==> src/design/cb16_pkg.sv <==
// Shared types, constants and small tables of the CJK base-16384 encoder.
package cb16_pkg;

   // Symbol coding constants.
   localparam int unsigned SymBits    = 14;
   localparam int unsigned GroupBytes = 7;
   localparam int unsigned GroupBits  = GroupBytes * 8;
   localparam int unsigned HeldBits   = (GroupBytes - 1) * 8;
   localparam int unsigned SymsPerGrp = GroupBits / SymBits;
   localparam logic [13:0] SymMask    = 14'h3FFF;
   localparam logic [15:0] SymBase    = 16'h4E01;
   localparam logic [15:0] PadCode    = 16'h4E00;

   // Job queue between the front and back parts.
   localparam int unsigned QueueDepth = 4;
   localparam int unsigned QPtrBits   = $clog2(QueueDepth);
   localparam int unsigned QCntBits   = $clog2(QueueDepth + 1);

   // One group handed from the front to the back part.
   typedef struct packed {
      logic [GroupBits-1:0] group;     // little-endian bytes, zero padded
      logic [2:0]           n_bytes;   // 1..7 bytes present
      logic [2:0]           n_syms;    // 1..4 symbols to emit
      logic                 fin;       // group closes the message
   } job_type;

   // Number of symbols produced by a group of n bytes (a full group gives four).
   function automatic logic [2:0] syms_for_bytes(input logic [2:0] n);
      logic [2:0] r;
      begin
         unique case (n)
            3'd1:    r = 3'd1;
            3'd2:    r = 3'd2;
            3'd3:    r = 3'd2;
            3'd4:    r = 3'd3;
            3'd5:    r = 3'd3;
            3'd6:    r = 3'd4;
            3'd7:    r = 3'd4;
            default: r = 3'd1;
         endcase
         return r;
      end
   endfunction

   // Byte index in which a symbol starts: idx*14/8.
   function automatic logic [2:0] sym_start_byte(input logic [1:0] idx);
      logic [2:0] r;
      begin
         unique case (idx)
            2'd0: r = 3'd0;
            2'd1: r = 3'd1;
            2'd2: r = 3'd3;
            2'd3: r = 3'd5;
         endcase
         return r;
      end
   endfunction

endpackage

==> src/design/cb16_front.sv <==
// Front part: packs incoming bytes into groups of seven and issues encode jobs.
module cb16_front (
   input  logic            clock,
   input  logic            reset,
   input  logic            req_valid,
   output logic            req_ready,
   input  logic [7:0]      req_data_byte,
   input  logic            req_final_byte,
   output logic            job_valid,
   input  logic            job_ready,
   output cb16_pkg::job_type job
);
   import cb16_pkg::*;

   logic [HeldBits-1:0]  held_bytes_ff, held_bytes_in;
   logic [2:0]           held_count_ff, held_count_in;
   logic [GroupBits-1:0] group;
   logic [GroupBits-1:0] held_ext;
   logic [2:0]           n_bytes;
   logic                 accept;
   logic                 close_group;

   // A word is taken whenever the queue has room for a job.
   assign req_ready = job_ready;
   assign accept    = req_valid && req_ready;

   // Drop the new byte into its lane of the group.
   assign held_ext = {8'h00, held_bytes_ff};
   always_comb begin
      for (int k = 0; k < GroupBytes; k++) begin
         group[8*k +: 8] = (held_count_ff == 3'(k)) ? req_data_byte : held_ext[8*k +: 8];
      end
   end

   assign n_bytes     = held_count_ff + 3'd1;
   assign close_group = (n_bytes == 3'(GroupBytes)) || req_final_byte;

   // Job issued on a full group or on the final byte.
   assign job_valid   = accept && close_group;
   assign job.group   = group;
   assign job.n_bytes = n_bytes;
   assign job.n_syms  = syms_for_bytes(n_bytes);
   assign job.fin     = req_final_byte;

   // Next holding state.
   always_comb begin
      held_bytes_in = held_bytes_ff;
      held_count_in = held_count_ff;
      if (accept) begin
         if (close_group) begin
            held_bytes_in = '0;
            held_count_in = 3'd0;
         end else begin
            held_bytes_in = group[HeldBits-1:0];
            held_count_in = n_bytes;
         end
      end
   end

   always_ff @(posedge clock) begin
      if (reset) begin
         held_bytes_ff <= '0;
         held_count_ff <= 3'd0;
      end else begin
         held_bytes_ff <= held_bytes_in;
         held_count_ff <= held_count_in;
      end
   end

   // At most six bytes are ever held between groups.
   a_held_count_range: assert property (@(posedge clock) disable iff (reset)
      held_count_ff <= 3'd6)
      else $error("front holds more than six bytes");

endmodule

==> src/design/cb16_queue.sv <==
// Short job queue that decouples the front part from the back part.
module cb16_queue (
   input  logic              clock,
   input  logic              reset,
   input  logic              push_valid,
   output logic              push_ready,
   input  cb16_pkg::job_type push_job,
   output logic              pop_valid,
   input  logic              pop_ready,
   output cb16_pkg::job_type pop_job
);
   import cb16_pkg::*;

   job_type             entry_ff [QueueDepth];
   logic [QPtrBits-1:0] wr_ptr_ff, wr_ptr_in;
   logic [QPtrBits-1:0] rd_ptr_ff, rd_ptr_in;
   logic [QCntBits-1:0] count_ff, count_in;
   logic                do_push;
   logic                do_pop;

   assign push_ready = (count_ff != QCntBits'(QueueDepth));
   assign pop_valid  = (count_ff != '0);
   assign pop_job    = entry_ff[rd_ptr_ff];
   assign do_push    = push_valid && push_ready;
   assign do_pop     = pop_valid && pop_ready;

   // Pointer and fill bookkeeping.
   always_comb begin
      wr_ptr_in = do_push ? wr_ptr_ff + QPtrBits'(1) : wr_ptr_ff;
      rd_ptr_in = do_pop  ? rd_ptr_ff + QPtrBits'(1) : rd_ptr_ff;
      count_in  = count_ff + QCntBits'(do_push) - QCntBits'(do_pop);
   end

   always_ff @(posedge clock) begin
      if (reset) begin
         wr_ptr_ff <= '0;
         rd_ptr_ff <= '0;
         count_ff  <= '0;
      end else begin
         wr_ptr_ff <= wr_ptr_in;
         rd_ptr_ff <= rd_ptr_in;
         count_ff  <= count_in;
      end
   end

   // Job storage needs no reset.
   always_ff @(posedge clock) begin
      if (do_push) begin
         entry_ff[wr_ptr_ff] <= push_job;
      end
   end

   // Fill level stays within the depth, and pointers agree with it.
   a_count_bound: assert property (@(posedge clock) disable iff (reset)
      count_ff <= QCntBits'(QueueDepth))
      else $error("job queue overfilled");

   a_ptr_track: assert property (@(posedge clock) disable iff (reset)
      (wr_ptr_ff - rd_ptr_ff) == count_ff[QPtrBits-1:0])
      else $error("queue pointers disagree with fill level");

endmodule

==> src/design/cb16_back.sv <==
// Back part: emits one code point per cycle from the job at the queue head while the output is not stalled.
module cb16_back (
   input  logic              clock,
   input  logic              reset,
   input  logic              job_valid,
   output logic              job_ready,
   input  cb16_pkg::job_type job,
   output logic              rsp_valid,
   input  logic              rsp_ready,
   output logic [15:0]       rsp_code_point,
   output logic              rsp_last_of_run,
   output logic              rsp_end_of_message
);
   import cb16_pkg::*;

   logic [1:0]  idx_ff, idx_in;
   logic        rsp_valid_ff, rsp_valid_in;
   logic [15:0] code_ff;
   logic        last_ff;
   logic        end_ff;
   logic [13:0] sym;
   logic [15:0] code;
   logic        is_last;
   logic        load;
   logic        real_zero;

   // Pick the current symbol and decide between a coded zero and padding.
   assign sym       = job.group[SymBits*idx_ff +: SymBits] & SymMask;
   assign real_zero = ({1'b0, sym_start_byte(idx_ff)} + 4'd1) < {1'b0, job.n_bytes};
   assign code      = (sym != '0) ? ({2'b00, sym} + SymBase)
                                  : (real_zero ? SymBase : PadCode);
   assign is_last   = ({1'b0, idx_ff} + 3'd1) == job.n_syms;

   // The output register loads when empty or when its word is being taken.
   assign load      = job_valid && (!rsp_valid_ff || rsp_ready);
   assign job_ready = load && is_last;

   always_comb begin
      idx_in       = idx_ff;
      rsp_valid_in = rsp_valid_ff;
      if (rsp_valid_ff && rsp_ready) begin
         rsp_valid_in = 1'b0;
      end
      if (load) begin
         rsp_valid_in = 1'b1;
         idx_in       = is_last ? 2'd0 : idx_ff + 2'd1;
      end
   end

   always_ff @(posedge clock) begin
      if (reset) begin
         idx_ff       <= 2'd0;
         rsp_valid_ff <= 1'b0;
      end else begin
         idx_ff       <= idx_in;
         rsp_valid_ff <= rsp_valid_in;
      end
   end

   // Output word payload.
   always_ff @(posedge clock) begin
      if (load) begin
         code_ff <= code;
         last_ff <= is_last;
         end_ff  <= is_last && job.fin;
      end
   end

   assign rsp_valid          = rsp_valid_ff;
   assign rsp_code_point     = code_ff;
   assign rsp_last_of_run    = last_ff;
   assign rsp_end_of_message = end_ff;

   // The message end always closes a run.
   a_end_is_last: assert property (@(posedge clock) disable iff (reset)
      rsp_valid && rsp_end_of_message |-> rsp_last_of_run)
      else $error("end of message without end of run");

   // The symbol index never runs past the job's symbol count.
   a_idx_range: assert property (@(posedge clock) disable iff (reset)
      job_valid |-> ({1'b0, idx_ff} < job.n_syms))
      else $error("symbol index beyond job length");

endmodule

==> src/design/cjk_base16384_encoder.sv <==
// Top level of the CJK base-16384 encoder: front packer, job queue and symbol emitter.
//
//  Channel   Direction  Handshake               Word
//  req_      in         req_valid / req_ready   data byte, final flag
//  rsp_      out        rsp_valid / rsp_ready   code point, run end, message end
//
// A byte is taken every cycle while the four-entry job queue has room.
// Each full group of seven bytes, or the final byte, becomes one job of one to four
// symbols; the emitter sends one code point per cycle while rsp_ready is high, so
// its single output register sets the rate: four code points per group of seven bytes.
// The closing byte's job passes through a queue entry, then the output register.
// Synchronous reset empties the queue and clears the held bytes; a stalled
// output fills the queue, after which req_ready falls.
module cjk_base16384_encoder (
   input  logic        clock,
   input  logic        reset,
   input  logic        req_valid,
   output logic        req_ready,
   input  logic [7:0]  req_data_byte,
   input  logic        req_final_byte,
   output logic        rsp_valid,
   input  logic        rsp_ready,
   output logic [15:0] rsp_code_point,
   output logic        rsp_last_of_run,
   output logic        rsp_end_of_message
);
   import cb16_pkg::*;

   job_type front_job;
   job_type head_job;
   logic    front_valid;
   logic    front_ready;
   logic    head_valid;
   logic    head_ready;

   // Byte packing.
   cb16_front u_front (
      .clock          (clock),
      .reset          (reset),
      .req_valid      (req_valid),
      .req_ready      (req_ready),
      .req_data_byte  (req_data_byte),
      .req_final_byte (req_final_byte),
      .job_valid      (front_valid),
      .job_ready      (front_ready),
      .job            (front_job)
   );

   // Job queue.
   cb16_queue u_queue (
      .clock      (clock),
      .reset      (reset),
      .push_valid (front_valid),
      .push_ready (front_ready),
      .push_job   (front_job),
      .pop_valid  (head_valid),
      .pop_ready  (head_ready),
      .pop_job    (head_job)
   );

   // Symbol emission.
   cb16_back u_back (
      .clock              (clock),
      .reset              (reset),
      .job_valid          (head_valid),
      .job_ready          (head_ready),
      .job                (head_job),
      .rsp_valid          (rsp_valid),
      .rsp_ready          (rsp_ready),
      .rsp_code_point     (rsp_code_point),
      .rsp_last_of_run    (rsp_last_of_run),
      .rsp_end_of_message (rsp_end_of_message)
   );

endmodule

==> config.mk <==
export PLATFORM = sky130hd
export DESIGN_NAME = cjk_base16384_encoder
export DESIGN_NICKNAME = d
export VERILOG_FILES = /design/src/design/cb16_pkg.sv /design/src/design/cb16_front.sv /design/src/design/cb16_queue.sv /design/src/design/cb16_back.sv /design/src/design/cjk_base16384_encoder.sv
export SDC_FILE = /design/constraint.sdc
export NUM_CORES = 1
export LEC_CHECK = 0
export ABC_AREA = 1
export BUFFER_PORTS_ARGS = -buffer_cell sky130_fd_sc_hd__buf_4
export CAP_MARGIN = 20
export CORE_MARGIN = 3
export CORE_UTILIZATION = 50
export DETAILED_ROUTE_END_ITERATION = 8
export HOLD_SLACK_MARGIN = 0.08
export PLACE_DENSITY = 0.7
export SETUP_SLACK_MARGIN = 0.2
export SLEW_MARGIN = 30
export SYNTH_ARGS = -nofsm -noshare
export SYNTH_HDL_FRONTEND = slang
export SYNTH_SLANG_ARGS = --single-unit
==> constraint.sdc <==
create_clock -name clock -period 5.65 [get_ports clock]
set_input_delay 0.2825 -clock clock [delete_from_list [all_inputs] [get_ports clock]]
set_output_delay 0.2825 -clock clock [all_outputs]
set_load 0.05 [all_outputs]
Word level (Yosys, flattened, before mapping)
Memory sizes are Yosys's and may differ from the RTL's. A register that Yosys moved wholly into a read port is not among the register bits.
Index checks and enable logic that the tools add are counted.
W data, S select, Z words.
Storage, ports and cells
  flip-flop bits (word level): 79
  RAM bits: 252
  output and inout bits: 20
  logic and storage cells: 79
  memories kept: 1
Operators by class
  $add $sub $neg: 9
  multipliers: 1
  order comparisons: 1
  equal/unequal tests: 17
  shift operators: 1
  mux-type cells: 20
  reduce and logical (&&, ||, !) cells: 19
Memory list
  u_queue.entry_ff: depth 4, bits a word 63, read ports 1, clocked after Yosys merged registers in 1, wr ports 1, RTL line cb16_queue.sv:14  | job_type entry_ff [QueueDepth];
Operators by type and width (number)
  $mux W8: 7
  $shiftx A56 B7 Y14: 1
  $mux W48: 1
  $eq A3 B3 Y1 const B: 7
  $add A14 B15 Y16 const B: 1
  $mux W16: 1
  $reduce_bool A14 Y1: 1
  $eq A3 B2 Y1 const B: 4
  $pmux W3 S4: 1
  $pmux W3 S3: 1
  $logic_and A1 B1 Y1: 8
  $add A2 B1 Y2 const B: 3
  $mux W2: 3
  $reduce_or A2 Y1: 3
  $mul A3 B2 Y5 const A: 1
  $mux W1: 5
  $add A3 B1 Y4 const B: 1
  $eq A2 B2 Y1 const B: 2
  $lt A4 B3 Y1: 1
  $add A2 B1 Y3 const B: 1
  $add A3 B1 Y3: 1
  $add A3 B1 Y3 const B: 1
  $eq A3 B1 Y1 const B: 1
  $eq A3 B3 Y1: 1
  other kinds (10): 11

Logic depth before layout (Yosys ltp)
  depth after elaboration: 7
  gate-level depth with buffers: 18

By module
Synthesis repeated with hierarchy kept, for this count alone.
Unflattened totals
  cell total of the unflattened synthesis: 1339
  area, all modules: 14759.2 um^2
By module, submodules not included
  cb16_queue: instances 1, cells each 674, area an instance 10166.0 um^2
  cb16_front: instances 1, cells each 397, area an instance 2583.7 um^2
  cb16_back: instances 1, cells each 268, area an instance 2009.4 um^2

Worst setup path before layout
No wires, ideal clock.
  path kind: register to register
  from: reg u_queue.count_ff[1]
  to: mem u_queue.entry_ff[0][0] (netlist bit) (enable)
  data arrival time: 4.020 ns
  path slack: 1.146 ns
  stages on the path, launching flop included: 7
  buffers on the path: 0
  path through: dfxtp_1 nor2_1 nand2_1 nand2_1 nor2_1 inv_1 nor2_1
Between the ends
  cells in the longest elaborated chain, start to end: 6
RTL lines
  start, declared: RTL line cb16_queue.sv:17  | logic [QCntBits-1:0] count_ff, count_in;
  start signal, assigned: RTL line cb16_queue.sv:42  | count_ff <= count_in;
  $ne A3 B3 Y1 *: RTL line cb16_queue.sv:21  | assign push_ready = (count_ff != QCntBits'(QueueDepth));
  via req_ready: RTL line cjk_base16384_encoder.sv:18  | output logic req_ready,
  $logic_and A1 B1 Y1: RTL line cb16_front.sv:25  | assign accept = req_valid && req_ready;
  $logic_and A1 B1 Y1: RTL line cb16_front.sv:39  | assign job_valid = accept && close_group;
  $logic_and A1 B1 Y1 *: RTL line cb16_queue.sv:24  | assign do_push = push_valid && push_ready;
  via u_queue.do_push: RTL line cb16_queue.sv:18  | logic do_push;
  $mux W1 *: RTL line cb16_queue.sv:48  | if (do_push) begin
  $mux W1 (implied by the code) *: RTL line cb16_queue.sv:49  | entry_ff[wr_ptr_ff] <= push_job;
  end, declared: RTL line cb16_queue.sv:14
Mark *: on every way through the listed nets, which the timed path passes. The rest lies on a longest branch.

==> flow_metrics.tcl <==
set metrics [dict create \
    met3_usage_pct 3.44 \
    dieArea_mm2 0.0309 \
    worst_slew_pin_slew_ns 0.925 \
    avgSynthCellArea_um2 10.1 \
    drtAntennaViolNets 0 \
    syn_inst 1434 \
    ys.warnings.count 0 \
    leakagePower_nw 6.12 \
    power_mw 7.27 \
    grt_pass1_wl_mm 52.4 \
    cts_sinks 333 \
    yosys_register_bits 333 \
    ios 33 \
    syn_nets 1468 \
    drt_iter0_drc 932 \
    finalSetupViolations 0 \
    finalNetCount 1480 \
    startpoint_type "flip-flop" \
    finalWirelength_mm 33.7 \
    antenna_found_initial 1 \
    post-route-period-util_pct 61.8 \
    slew_headroom_pct 38.4 \
    cts_max_path_buffers 3 \
    period_minus_slack_ns 3.49 \
    htreeDepth 2 \
    row_count 61 \
    max_freq_ghz 0.286 \
    hpwl_mm 18.7 \
    drive_gt1_share_pct 9.10 \
    slew_viol_final 0 \
    ys_seq_area_share_pct 65.0 \
    routabilityCongestion 0.795 \
    required_ns 5.91 \
    cp_max_fo 79 \
    synthDistinctLibCells 33 \
    setup.worst_path.class "reg -> reg" \
    num_antenna_cells 0 \
    avgViaCountPerCell 5.47 \
    dieHeight_um 176 \
    grt_use_met1_pct 29.6 \
    dieWidth_um 176 \
    cp.arrival_ns 3.76 \
    hold_class "in -> reg" \
    grt_usage_pct 21.8 \
    grt_overflow_total 0 \
    syn_to_final_growth_pct 12.0 \
    route.vias.total 10100 \
    utilization_pct 57.5 \
    numCtsBuffers 35 \
    busiest_layer "met2" \
    path_clk_slew_ns 0.06 \
    power_density_mw_per_mm2 451 \
    insertion_delay_ns 0.53 \
    outcome "completed" \
    grt_max_degree 80 \
    drtPass1Iterations 7 \
    hold_buffers 1 \
    drc 0 \
    initial_core_util_pct 51.3 \
    rsz0062_at_grt "no" \
    post-cts-setup-buffers 0 \
    grt_pass1_vias 9547 \
    io_buffers 32 \
    netlist_area_mm2 0.0144 \
    finClkSkew_ns 0.0263 \
    end_kind "flip-flop" \
    peakVddDrop_mv 0.347 \
    cts-root-buf "clkbuf_16" \
    maxCapViolations 0 \
    core_mm2 0.0281 \
    gr-usage-met2_pct 35.7 \
    cts_resized 0 \
    cts_tree "done" \
    wire_per_inst_um 18.2 \
    setup_tns_ns 0 \
    hold_violations 0 \
]
-- cells in the mapped netlist --
library cell	n	share of area (%)
dfxtp_1	63	8.8
nand3_1	131	4.5
o21ai_1	19	0.66
buf_6	8	0.63
xnor2_1	5	0.30
inv_4	1	0.043
nand4_1	2	0.087
inv_1	115	3.0
nor2_4	3	0.23
buf_2	23	0.80
a21oi_1	73	2.5
a211oi_1	1	0.052
nor2_2	2	0.087
nand3_2	2	0.14
or2_1	1	0.043
inv_2	8	0.21
nor3_1	1	0.035
fa_1	1	0.14
buf_4	10	0.52
nand2_1	415	11
a32o_1	2	0.14
o21ai_0	69	2.4
o211ai_1	16	0.83
ha_1	20	1.7
nor2_1	122	3.2
xor2_1	8	0.49
nand2_2	8	0.35
edfxtp_1	270	56
o21bai_1	1	0.052
or2_0	1	0.043
nor3_2	1	0.069
clkbuf_1	31	0.81
nand3b_1	1	0.052
-- per-layer routing --
layer	share of wire, %	wire length, um
met3	8.1	2740
met5	0	0
met4	3.2	1080
met1	42	14000
met2	47	15900
-- flip-flops by register name, indices dropped and copies added, names as in the netlist, named ones only --
register	flops
u_front.held_count_ff	3
u_back.rsp_last_of_run	1
u_back.rsp_code_point	16
u_back.idx_ff	2
u_back.rsp_valid	1
u_queue.rd_ptr_ff	2
u_queue.count_ff	3
u_front.held_bytes_ff	48
u_back.rsp_end_of_message	1
u_queue.wr_ptr_ff	2
u_queue.entry_ff	252
-- metrics by stage --
| stage | hold slack, ns | std cells | instance area (um2) | setup WS [ns] |
|---|---|---|---|---|
| finish | 0.166 | 1851 | 16100 | 2.16 |
| global route | 0.168 | 1851 | 16100 | 1.86 |
| CTS | 0.138 | 1851 | 16100 | 2.17 |
| detailed placement | 0.455 | 1786 | 14900 | 2.19 |
| global placement | 0.451 | 1786 | 14900 | 2.04 |
| floorplan | 0.381 | 1434 | 14400 | 1.15 |
-- cell type report --
cell class,instances,area [um2]
flip-flops and latches,333,9370
multi-input cells,905,4230
well taps,378,473
clock inverters,17,234
clock buffers,47,1010
fillers,2364,12000
repair buffers,47,355
inverters,124,469
-- cell usage in the layout (no fill, tap or decap), drive strengths merged, types with 4 or more instances in the layout --
master    count
nand2       423
edfxtp      270
nand3       133
nor2        127
inv         124
o21ai        88
a21oi        73
dfxtp        63
clkbuf       47
buf          46
ha           20
o211ai       16
xor2          8
clkinv        8
xnor2         5
bufinv        5
clkinvlp      4
-- power breakdown --
| part | total [mW] | internal [mW] | switching, mW |
|---|---|---|---|
| combinational | 1.85 | 0.499 | 1.35 |
| clock | 2.44 | 1.49 | 0.943 |
| sequential | 2.99 | 2.89 | 0.0982 |
-- cells by family after synthesis --
| group | share of synthesized area [%] |
|---|---|
| AND/OR/NAND/NOR | 19.7 |
| flip-flops | 65.0 |
| adder cells (fa/ha/maj) | 1.88 |
| AO/OA/AOI/OAI | 6.67 |
| XOR/XNOR | 0.790 |
| buffers and inverters | 6.00 |
-- worst paths after layout --
path | start | cells past startpoint | to | slack [ns]
worst min register to register | u_front.held_bytes_ff[40] | 2 | u_front.held_bytes_ff[40] | 0.46
worst min-delay path | req_valid | 3 | u_front.held_count_ff[0] | 0.17
worst max-delay path | flip-flop | 13 | u_back.rsp_code_point[10] | 2.16
worst max register to register | flip-flop | 13 | u_back.rsp_code_point[10] | 2.16
-- worst max-delay path: stages (launching register included) --
cell     delay [ns]
dfxtp_4        0.84
buf_4          0.77
nor2_1         0.11
nor2_1         0.11
o21ai_1        0.06
nand3_1        0.10
nand3_1        0.07
nand2_1        0.25
ha_1           0.26
nand3_2        0.12
nor2_4         0.17
nand3_1        0.12
nand3_1        0.09
nand2_1        0.05
Note: power is estimated with default switching activity, not from simulation.
